$ cat config.mk
export PLATFORM = sky130hd
export DESIGN_NAME = utf8_stream_decoder_unit
export DESIGN_NICKNAME = d
export VERILOG_FILES = /design/src/rtl/utfsd_pkg.sv /design/src/rtl/utfsd_core.sv /design/src/rtl/utf8_stream_decoder_unit.sv
export SDC_FILE = /design/constraint.sdc
export NUM_CORES = 1
export LEC_CHECK = 0
export BUFFER_PORTS_ARGS = -buffer_cell sky130_fd_sc_hd__buf_2
export CAP_MARGIN = 15
export CELL_PAD_IN_SITES_DETAIL_PLACEMENT = 1
export CELL_PAD_IN_SITES_GLOBAL_PLACEMENT = 1
export CORE_ASPECT_RATIO = 1.5
export CORE_MARGIN = 2
export CORE_UTILIZATION = 45
export DETAILED_ROUTE_END_ITERATION = 7
export PLACE_DENSITY_LB_ADDON = 0.1
export SYNTH_ARGS = -nofsm -noshare
export SYNTH_HDL_FRONTEND = slang
export SYNTH_HIERARCHICAL = 1
export SYNTH_SLANG_ARGS = --single-unit
$ cat constraint.sdc
create_clock -name i_clk -period 3.7 [get_ports i_clk]
set_input_delay 0.185 -clock i_clk [delete_from_list [all_inputs] [get_ports i_clk]]
set_output_delay 0.185 -clock i_clk [all_outputs]
set_load 0.05 [all_outputs]
$ cat src/rtl/utfsd_pkg.sv
// ----------------------------------------------------------------------------
// utfsd_pkg
// Shared types for the UTF-8 stream decoder: result status codes, the result
// word and the per-byte step bundle passed from the decoder core to the top.
// ----------------------------------------------------------------------------
package utfsd_pkg;

    typedef enum logic [1:0] {
        ST_CHAR = 2'd0,
        ST_BAD  = 2'd1,
        ST_END  = 2'd2
    } t_status;

    typedef struct packed {
        logic [31:0] code_point;
        t_status     status;
        logic        last_of_run;
    } t_result;

    // Results caused by one accepted byte: count is 0, 1 or 2.
    typedef struct packed {
        logic [1:0] count;
        t_result    res0;
        t_result    res1;
    } t_step;

endpackage

$ cat src/rtl/utfsd_core.sv
// ----------------------------------------------------------------------------
// utfsd_core
// Decoder state and the single-pass decode of one input word into up to two
// results. Sequence state advances only on an accepted word; strict mode loads on a config write.
// ----------------------------------------------------------------------------
module utfsd_core (
    input  logic             i_clk,
    input  logic             i_rst_n,
    input  logic             i_cfg_we,
    input  logic             i_cfg_wdata,
    input  logic             i_accept,
    input  logic [7:0]       i_data_byte,
    input  logic             i_end_of_stream,
    output utfsd_pkg::t_step o_step
);
    import utfsd_pkg::*;

    typedef struct packed {
        logic        emit;
        t_status     status;
        logic [7:0]  code_point;
        logic        open;
        logic [2:0]  level;
        logic [4:0]  payload;
    } t_lead;

    function automatic t_lead lead_decode(input logic [7:0] b);
        t_lead l;
        l = '0;
        casez (b)
            8'b0???_????: begin
                l.emit = 1'b1; l.status = ST_CHAR; l.code_point = b;
            end
            8'b10??_????: begin
                l.emit = 1'b1; l.status = ST_BAD;
            end
            8'b110?_????: begin
                l.open = 1'b1; l.level = 3'd1; l.payload = b[4:0];
            end
            8'b1110_????: begin
                l.open = 1'b1; l.level = 3'd2; l.payload = {1'b0, b[3:0]};
            end
            8'b1111_0???: begin
                l.open = 1'b1; l.level = 3'd3; l.payload = {2'b0, b[2:0]};
            end
            8'b1111_10??: begin
                l.open = 1'b1; l.level = 3'd4; l.payload = {3'b0, b[1:0]};
            end
            8'b1111_110?: begin
                l.open = 1'b1; l.level = 3'd5; l.payload = {3'b0, b[1:0]};
            end
            8'b1111_1110: begin
                l.open = 1'b1; l.level = 3'd6;
            end
            default: begin
                l.emit = 1'b1; l.status = ST_BAD;
            end
        endcase
        return l;
    endfunction

    function automatic logic is_rejected(input logic strict, input logic [2:0] level,
                                         input logic rej, input logic [31:0] v);
        logic r;
        if (!strict) begin
            r = rej;
        end else begin
            case (level)
                3'd1:    r = (v < 32'h0000_0080);
                3'd2:    r = (v < 32'h0000_0800);
                3'd3:    r = (v < 32'h0001_0000);
                default: r = 1'b1;
            endcase
        end
        return r;
    endfunction

    logic        r_strict;
    logic [2:0]  r_rem,   n_rem;
    logic [31:0] r_acc,   n_acc;
    logic [2:0]  r_lvl,   n_lvl;
    logic        r_first, n_first;
    logic        r_rej,   n_rej;

    t_lead       lead;
    logic        em0, em1;
    t_status     st0, st1;
    logic [31:0] cp0, cp1;
    logic [31:0] acc_cont;
    logic [2:0]  rem_cont;
    logic        rej_cont;

    always_comb begin
        lead     = lead_decode(i_data_byte);
        acc_cont = {r_acc[25:0], i_data_byte[5:0]};
        rem_cont = r_rem - 3'd1;
        rej_cont = r_rej | (r_first && (r_lvl == 3'd6) && (i_data_byte[5:0] > 6'h03));

        n_rem   = r_rem;
        n_acc   = r_acc;
        n_lvl   = r_lvl;
        n_first = r_first;
        n_rej   = r_rej;
        em0 = 1'b0; st0 = ST_CHAR; cp0 = '0;
        em1 = 1'b0; st1 = ST_CHAR; cp1 = '0;

        if (i_accept) begin
            if (i_end_of_stream) begin
                // drop any open sequence, flag it, then mark the end
                if (r_rem != 3'd0) begin
                    em0 = 1'b1; st0 = ST_BAD;
                    em1 = 1'b1; st1 = ST_END;
                end else begin
                    em0 = 1'b1; st0 = ST_END;
                end
                n_rem = '0; n_acc = '0; n_lvl = '0; n_first = 1'b0; n_rej = 1'b0;
            end else if (r_rem == 3'd0) begin
                em0 = lead.emit; st0 = lead.status; cp0 = {24'b0, lead.code_point};
            end else if (i_data_byte[7:6] != 2'b10) begin
                // interrupted: flag, then take this word again as a lead
                em0 = 1'b1; st0 = ST_BAD;
                em1 = lead.emit; st1 = lead.status; cp1 = {24'b0, lead.code_point};
                n_rem = '0; n_acc = '0; n_lvl = '0; n_first = 1'b0; n_rej = 1'b0;
            end else begin
                n_first = 1'b0;
                n_rej   = rej_cont;
                n_acc   = acc_cont;
                n_rem   = rem_cont;
                if (rem_cont == 3'd0) begin
                    em0 = 1'b1;
                    if (is_rejected(r_strict, r_lvl, rej_cont, acc_cont)) begin
                        st0 = ST_BAD;
                    end else begin
                        st0 = ST_CHAR; cp0 = acc_cont;
                    end
                    n_acc = '0; n_lvl = '0; n_rej = 1'b0;
                end
            end

            if (lead.open && !i_end_of_stream &&
                (r_rem == 3'd0 || i_data_byte[7:6] != 2'b10)) begin
                n_rem   = lead.level;
                n_lvl   = lead.level;
                n_acc   = {27'b0, lead.payload};
                n_first = 1'b1;
                n_rej   = 1'b0;
            end
        end

        o_step.count            = {1'b0, em0} + {1'b0, em1};
        o_step.res0.code_point  = cp0;
        o_step.res0.status      = st0;
        o_step.res0.last_of_run = ~em1;
        o_step.res1.code_point  = cp1;
        o_step.res1.status      = st1;
        o_step.res1.last_of_run = 1'b1;
    end

    always_ff @(posedge i_clk) begin
        if (!i_rst_n) begin
            r_strict <= 1'b0;
            r_rem    <= '0;
            r_acc    <= '0;
            r_lvl    <= '0;
            r_first  <= 1'b0;
            r_rej    <= 1'b0;
        end else begin
            if (i_cfg_we) begin
                r_strict <= i_cfg_wdata;
            end
            r_rem   <= n_rem;
            r_acc   <= n_acc;
            r_lvl   <= n_lvl;
            r_first <= n_first;
            r_rej   <= n_rej;
        end
    end

endmodule

$ cat src/rtl/utf8_stream_decoder_unit.sv
// ----------------------------------------------------------------------------
// utf8_stream_decoder_unit
// Byte stream in, decoded code points out, with extended leads F8 to FE.
// ----------------------------------------------------------------------------
// Results are registered: a result is offered in the cycle after its byte is accepted.
// Throughput: one byte per cycle while the output is ready; a byte that gives two
//   results holds the input while the two-entry result register drains.
// Reset: synchronous, active low; clears the open sequence, empties the
//   result register and selects lax mode.
module utf8_stream_decoder_unit (
    input  logic        i_clk,
    input  logic        i_rst_n,
    input  logic        i_cfg_we,
    input  logic        i_cfg_wdata,     // strict_mode
    input  logic        s_axis_tvalid,
    output logic        s_axis_tready,
    input  logic [7:0]  s_axis_tdata,    // [7:0] data_byte
    input  logic [0:0]  s_axis_tuser,    // [0] end_of_stream
    output logic        m_axis_tvalid,
    input  logic        m_axis_tready,
    output logic [31:0] m_axis_tdata,    // [31:0] code_point
    output logic [1:0]  m_axis_tuser,    // [1:0] status
    output logic        m_axis_tlast     // last_of_run
);
    import utfsd_pkg::*;

    t_step      step;
    logic       accept;
    logic       pop;
    logic [1:0] r_cnt;
    t_result    r_res0;
    t_result    r_res1;

    assign pop           = m_axis_tvalid && m_axis_tready;
    assign s_axis_tready = (r_cnt == 2'd0) || ((r_cnt == 2'd1) && m_axis_tready);
    assign accept        = s_axis_tvalid && s_axis_tready;

    utfsd_core u_core (
        .i_clk           (i_clk),
        .i_rst_n         (i_rst_n),
        .i_cfg_we        (i_cfg_we),
        .i_cfg_wdata     (i_cfg_wdata),
        .i_accept        (accept),
        .i_data_byte     (s_axis_tdata),
        .i_end_of_stream (s_axis_tuser[0]),
        .o_step          (step)
    );

    always_ff @(posedge i_clk) begin
        if (!i_rst_n) begin
            r_cnt <= '0;
        end else if (accept) begin
            r_cnt <= step.count;
        end else if (pop) begin
            r_cnt <= r_cnt - 2'd1;
        end
    end

    // payload: load on accept, advance the second slot on a pop
    always_ff @(posedge i_clk) begin
        if (accept) begin
            r_res0 <= step.res0;
            r_res1 <= step.res1;
        end else if (pop) begin
            r_res0 <= r_res1;
        end
    end

    assign m_axis_tvalid = (r_cnt != 2'd0);
    assign m_axis_tdata  = r_res0.code_point;
    assign m_axis_tuser  = r_res0.status;
    assign m_axis_tlast  = r_res0.last_of_run;

endmodule

==> out/qor.txt, run 1 <==
Via density - 5.22
Setup Skew - 0.00742 ns
Max-Cap Viols - 0
HPWL after DPL - 7330 um
Fin Setup TNS - 0 ns
Slew HR - 0.325
Sw Share - 0.393
Chip Width - 91.4 um
pre-CTS setup slack - 1.03 ns
Worst Setup End Kind - register
CTS Hold Bufs - 0
hold path depth - 3
CTS tree - done
global-route wire length before repair - 18,200 um
CP Launch Type - register
Synth Flop Type - edfxtp_1
WP data required - 3.88 ns
Fmax achieved - 378 MHz
final net count - 504
R2R Setup Slk - 1.06 ns
reg2reg path depth - 12
power per cell area - 766 mW/mm2
via count - 3,312
critical path fanouts, max - 25
Cell Rows - 47
Syn Inst Count - 438
Die Y - 135 um
Max H-tree Level - 3
layout cell share with drive strength beyond 1 - 0.248
postcts setup bufs - 0
antenna violations before repair - 0
Layout area overhead - 10.6%
diode count - 0
worst setup path startpoint - r_cnt[0]$_SDFFE_PN0P_
final wirelength - 11,000 um
Post-synth EDFFs - 70
HP Class - input pin to register
Distinct cells, synth - 53
post-route clock period utilization - 0.714
Initial Utilization - 0.464
Worst Tran Pin Value - 1.01 ns
Ys Warns - 6
Logic pwr share - 0.375
hold_sp - i_cfg_wdata
ys async rst share - 0
grt total ovfl - 0
core area - 0.0111 mm2
GRT Util Overall - 0.189
crit path DAT - 2.82 ns
post_cts resized - 0
Worst-path clk slew - 0.07 ns
DRC Markers - 0
finished layout cell area - 0.00571 mm2
fin util - 0.514
CTS Buffer Depth - 2
I/O Pins - 52
Clock power frac - 0.227
die area - 0.0124 mm2
Hold Path Sink - u_core/r_strict$_SDFFE_PN0P_
sequential element share of the synthesized area - 0.551
Root Driver - clkbuf_16
ANT nets after route - 0
Int Power - 0.00265 W
post-synth design cell area - 0.00516 mm2
wire length per cell - 17.4 um
Final GP Congestion - 0.844
CP Class - register to register
Slew Viols, Final - 0
Sequential Power Share - 0.398
first-pass iteration count of the detailed router - 4
sw power - 0.00172 W
status - completed
Syn Area/Cell - 11.8 um2
Final Setup Violations - 0
static leakage - 2.20 nW
placed inst area - 0.00540 mm2
Num CTS Buffers - 9
clk_lat worst skew - 0.34 ns
drt initial violations - 116
Fin. Hold Viols - 0
largest net degree at the start of global routing - 48
Final Hold Slack - 0.133 ns
Tmin final - 2.64 ns
reg2reg start - r_cnt[0]$_SDFFE_PN0P_
min setup slack post-route - 1.06 ns
flop and latch count out of synthesis - 107
reg-to-reg endpoint - r_cnt[0]$_SDFFE_PN0P_
Max VDD drop - 0.332 mV
vias in the first global route - 3,533
Fill cells - 1,198
Port Buf Inserts - 51
RSZ-0062 raised after global routing - false
Sink Count - 107
metrics by stage:
stage | cells | total power (W)
4_1_cts | 635 | 0.00443
3_5_place_dp | 619 | 0.00343
6_report | 635 | 0.00437
2_1_floorplan | 462 | 0.00311
5_1_grt | 635 | 0.00459
3_3_place_gp | 619 | 0.00338
registers in the layout, indices dropped and copies added, names as in the netlist:
signal and cells:
m_axis_tdata 32, u_core/r_strict 1, u_core/r_first 1, m_axis_tlast 1, r_res1 35, u_core/r_lvl 3
r_cnt 2, u_core/r_rej 1, m_axis_tuser 2, u_core/r_rem 3, u_core/r_acc 26
cell usage after synthesis (2+ instances only):
cell	instances	share of area
edfxtp_1	70	0.41
nand2_1	41	0.030
dfxtp_1	37	0.14
and2_1	32	0.039
nand3_1	31	0.030
buf_4	28	0.041
a21boi_0	24	0.035
mux2_2	19	0.041
mux2_4	17	0.049
nor2_1	14	0.010
o21ai_0	13	0.013
inv_1	11	0.0080
clkbuf_1	10	0.0073
nor2b_1	8	0.0097
nor3_1	8	0.0078
nor4_1	7	0.0085
ha_1	6	0.015
nand4_1	5	0.0061
and3_1	4	0.0049
buf_2	4	0.0039
o2111ai_1	4	0.0068
a21oi_1	3	0.0029
buf_6	3	0.0065
nand3b_1	3	0.0044
a211oi_1	2	0.0029
a211oi_2	2	0.0049
a311oi_2	2	0.0058
a31oi_1	2	0.0024
conb_1	2	0.0015
nand2b_1	2	0.0024
nor3b_1	2	0.0029
cells by family after synthesis:
logic type / Yosys count / synth area share
compound gates: 65 / 0.0999
fa+ha+maj: 6 / 0.0146
simple gates: 162 / 0.166
buf+inv: 59 / 0.0740
mux: 37 / 0.0929
flops: 107 / 0.551
other cells: 2 / 0.00146
power groups by stage:
stage / clock network (W) / logic [W] / registers, W
2_1_floorplan: 0 / 0.000757 / 0.00235
3_3_place_gp: 0 / 0.00163 / 0.00175
3_5_place_dp: 0 / 0.00166 / 0.00177
4_1_cts: 0.00102 / 0.00167 / 0.00174
5_1_grt: 0.00106 / 0.00175 / 0.00178
6_report: 0.000992 / 0.00164 / 0.00174
how the worst max path moves through the flow:
stage | end | slack, ns | depth (start not counted)
3_5_place_dp | m_axis_tdata[1]$_DFFE_PP_ | 1.03 | 8
3_3_place_gp | m_axis_tdata[2]$_DFFE_PP_ | 1.15 | 11
4_1_cts | m_axis_tdata[1]$_DFFE_PP_ | 1.02 | 8
2_1_floorplan | m_axis_tdata[0]$_DFFE_PP_ | 0.19 | 13
5_1_grt | r_cnt[0]$_SDFFE_PN0P_ | 0.75 | 12
6_report | r_cnt[0]$_SDFFE_PN0P_ | 1.06 | 12
metal layers:
layer	wire (um)	part of all wire	track usage	vias to the layer above
met3	221	0.020	0.0317	7
met5	0	0	0	-
met4	106	0.0096	0.0547	0
met2	6030	0.55	0.349	37
met1	4660	0.42	0.223	1647
li1	-	-	-	1621
cells in the final DEF, fill, tap and decap left out, types with 4 or more instances in the layout:
master,count
edfxtp_1,70
buf_2,51
nand2_1,41
dfxtp_1,37
and2_1,32
nand3_1,31
conb_1,26
a21boi_0,24
mux2_2,19
mux2_4,17
nor2_1,14
o21ai_0,13
inv_1,11
clkbuf_16,9
nor2b_1,8
nor3_1,8
nor4_1,7
ha_1,6
buf_4,6
nand4_1,5
and3_1,4
o2111ai_1,4
area by class of cell:
cell class / count / area (um2) / area share
sequential: 107 / 2840 / 0.498
multi-input combinational: 296 / 2020 / 0.355
timing repair buffer: 57 / 300 / 0.0526
clock buffer: 10 / 239 / 0.0419
tap: 147 / 184 / 0.0322
clock inverter: 6 / 72.6 / 0.0127
inverter: 12 / 45.0 / 0.00789
worst max-delay path: stages (launching register included):
cell and delay [ns]:
dfxtp_1 0.35, inv_1 0.07, ha_1 0.21, a21oi_2 0.07
inv_2 0.07, nand2_2 0.05, inv_1 0.09, buf_4 0.31
nand2_1 0.22, nor3_1 0.25, ha_1 0.29, o311ai_0 0.32
o221ai_1 0.17
Power figures use the tool's default switching activity.
==> run 2: changes to the inputs <==
--- a/config.mk
+++ b/config.mk
@@ -11,7 +11,7 @@
 export CELL_PAD_IN_SITES_GLOBAL_PLACEMENT = 1
 export CORE_ASPECT_RATIO = 1.5
 export CORE_MARGIN = 2
-export CORE_UTILIZATION = 45
+export CORE_UTILIZATION = 44
 export DETAILED_ROUTE_END_ITERATION = 7
 export PLACE_DENSITY_LB_ADDON = 0.1
 export SYNTH_ARGS = -nofsm -noshare
==> constraint.sdc (replaced) <==
create_clock -name i_clk -period 2.3 [get_ports i_clk]
set_input_delay 0.115 -clock i_clk [delete_from_list [all_inputs] [get_ports i_clk]]
set_output_delay 0.115 -clock i_clk [all_outputs]
set_load 0.05 [all_outputs]
==> run 2 against run 1 <==
  * Fmax increased by 20%
  * Routed wire length rose by 9.9%
  * Sequential share of layout area down 3.5 points
  * Flip-flop and latch count unchanged
  * Core utilization grew 2.3 points
  * Via count up 6.2%
  * Non-clock buffer count grew 41
  * Setup slack got worse by 0.97 ns
  * Highest routed layer unchanged
  * Sequential power rose by 61%
  * Cell count increased by 6.9%
  * Clock power up 51%
==> out/qor.txt, run 2 (same netlist as run 1, synthesis figures left out) <==
reg-to-reg endpoint - m_axis_tdata[5]$_DFFE_PP_
Sink Count - 107
worst setup path startpoint - r_cnt[0]$_SDFFE_PN0P_
Fill cells - 1,264
post-route clock period utilization - 0.961
Via density - 5.18
hold path depth - 3
pre-CTS setup slack - -0.236 ns
Chip Width - 92.4 um
Max-Cap Viols - 0
reg2reg path depth - 12
Fin Setup TNS - 0 ns
Initial Utilization - 0.450
diode count - 0
placed inst area - 0.00577 mm2
Tmin final - 2.21 ns
Final Setup Violations - 0
CP Class - register to register
antenna violations before repair - 0
critical path fanouts, max - 7
Worst-path clk slew - 0.07 ns
Max H-tree Level - 3
ANT nets after route - 0
die area - 0.0126 mm2
layout cell share with drive strength beyond 1 - 0.335
Worst Setup End Kind - register
CTS Buffer Depth - 2
Port Buf Inserts - 51
reg2reg start - r_cnt[0]$_SDFFE_PN0P_
RSZ-0062 raised after global routing - true
Fin. Hold Viols - 0
R2R Setup Slk - 0.09 ns
Hold Path Sink - u_core/r_strict$_SDFFE_PN0P_
most common cell after layout, fill and taps aside - edfxtp_1
Layout area overhead - 19.3%
CP Launch Type - register
Fmax achieved - 452 MHz
status - completed
final net count - 545
Cell Rows - 48
Num CTS Buffers - 9
Final GP Congestion - 0.833
first-pass iteration count of the detailed router - 4
min setup slack post-route - 0.0891 ns
max FFs per register - 35
Root Driver - clkbuf_16
via count - 3,516
GRT Util Overall - 0.200
largest net degree at the start of global routing - 38
power per cell area - 1190 mW/mm2
finished layout cell area - 0.00615 mm2
WP data required - 2.40 ns
global-route wire length before repair - 19,200 um
crit path DAT - 2.32 ns
drt initial violations - 109
clk_lat worst skew - 0.35 ns
core area - 0.0115 mm2
DRC Markers - 0
Die Y - 137 um
commonest cells after routing, fill and taps aside - edfxtp_1 (70), buf_2 (51), buf_4 (43), nand2_1 (41), dfxtp_1 (35)
Setup Skew - 0.00827 ns
area of all sequential standard cells - 0.00285 mm2
CTS tree - done
vias in the first global route - 3,713
static leakage - 2.43 nW
HPWL after DPL - 8590 um
wire length per cell - 17.8 um
area occupied by multi-input gates - 0.00214 mm2
Slew HR - 0.499
HP Class - input pin to register
hold_sp - i_cfg_wdata
final wirelength - 12,100 um
Biggest register - r_res1
Max VDD drop - 0.510 mV
fin util - 0.537
grt total ovfl - 0
total power draw - 0.00735 W
I/O Pins - 52
Worst Tran Pin Value - 0.751 ns
Slew Viols, Final - 0
[run 2: changes by cell type in the layout (fill, tap and decap cells not counted), moves of 3 or more]
cell,before,now
buf_12,0,3
o21ai_1,0,4
buf_4,6,43
clkbuf_1,0,3
o21ai_0,13,8
ha_1,6,2
inv_1,11,7
[run 2: what timing repair did]
action | 4_1_cts | 5_1_grt
setup buffers | 2 | 4
setup endpoints to repair | 7 | 9
hold buffers | 0 | 0
gates resized for setup | 7 | 10
pin swaps | 2 | 3
[run 2: critical path, stage by stage, from the launching register on]
cell and delay, ns:
dfxtp_4 0.37, inv_2 0.05, ha_4 0.17, a21oi_4 0.15, inv_4 0.05, nand2_4 0.06, clkinvlp_4 0.15, o2111ai_4 0.18
inv_2 0.07, a311oi_4 0.26, buf_6 0.16, nor2_1 0.04, mux2_2 0.25
[run 2: routing by layer]
layer	routed length [um]	vias up	global-route usage
met1	4900	1743	0.226
li1	-	1703	-
met4	295	0	0.0829
met2	6670	54	0.375
met3	255	16	0.0281
met5	0	-	0
[run 2: report_power, final]
part           internal [W]  total (W)  switching [W]
clock              0.000839    0.00150       0.000666
combinational      0.000955    0.00303        0.00208
sequential          0.00268    0.00281       0.000129
total               0.00447    0.00735        0.00287
[run 2: per-stage QoR]
step,hold slack (ns),instances
after floorplan,0.248,462
after global placement,0.432,657
after detailed placement,0.427,657
after CTS,0.0655,675
after global routing,0.0649,679
final,0.0537,679
[run 2: cell type report]
| cell class | instances | area share |
|---|---|---|
| tap | 150 | 0.0305 |
| inverter | 12 | 0.00834 |
| clock inverter | 4 | 0.00712 |
| sequential | 107 | 0.463 |
| timing repair buffer | 98 | 0.106 |
| clock buffer | 12 | 0.0384 |
| multi-input combinational | 296 | 0.347 |
[run 2: worst max path at each step]
stage,endpoint
final,m_axis_tdata[5]$_DFFE_PP_
after global placement,m_axis_tdata[4]$_DFFE_PP_
after floorplan,m_axis_tdata[0]$_DFFE_PP_
after detailed placement,r_cnt[0]$_SDFFE_PN0P_
after CTS,m_axis_tdata[4]$_DFFE_PP_
after global routing,m_axis_tdata[0]$_DFFE_PP_
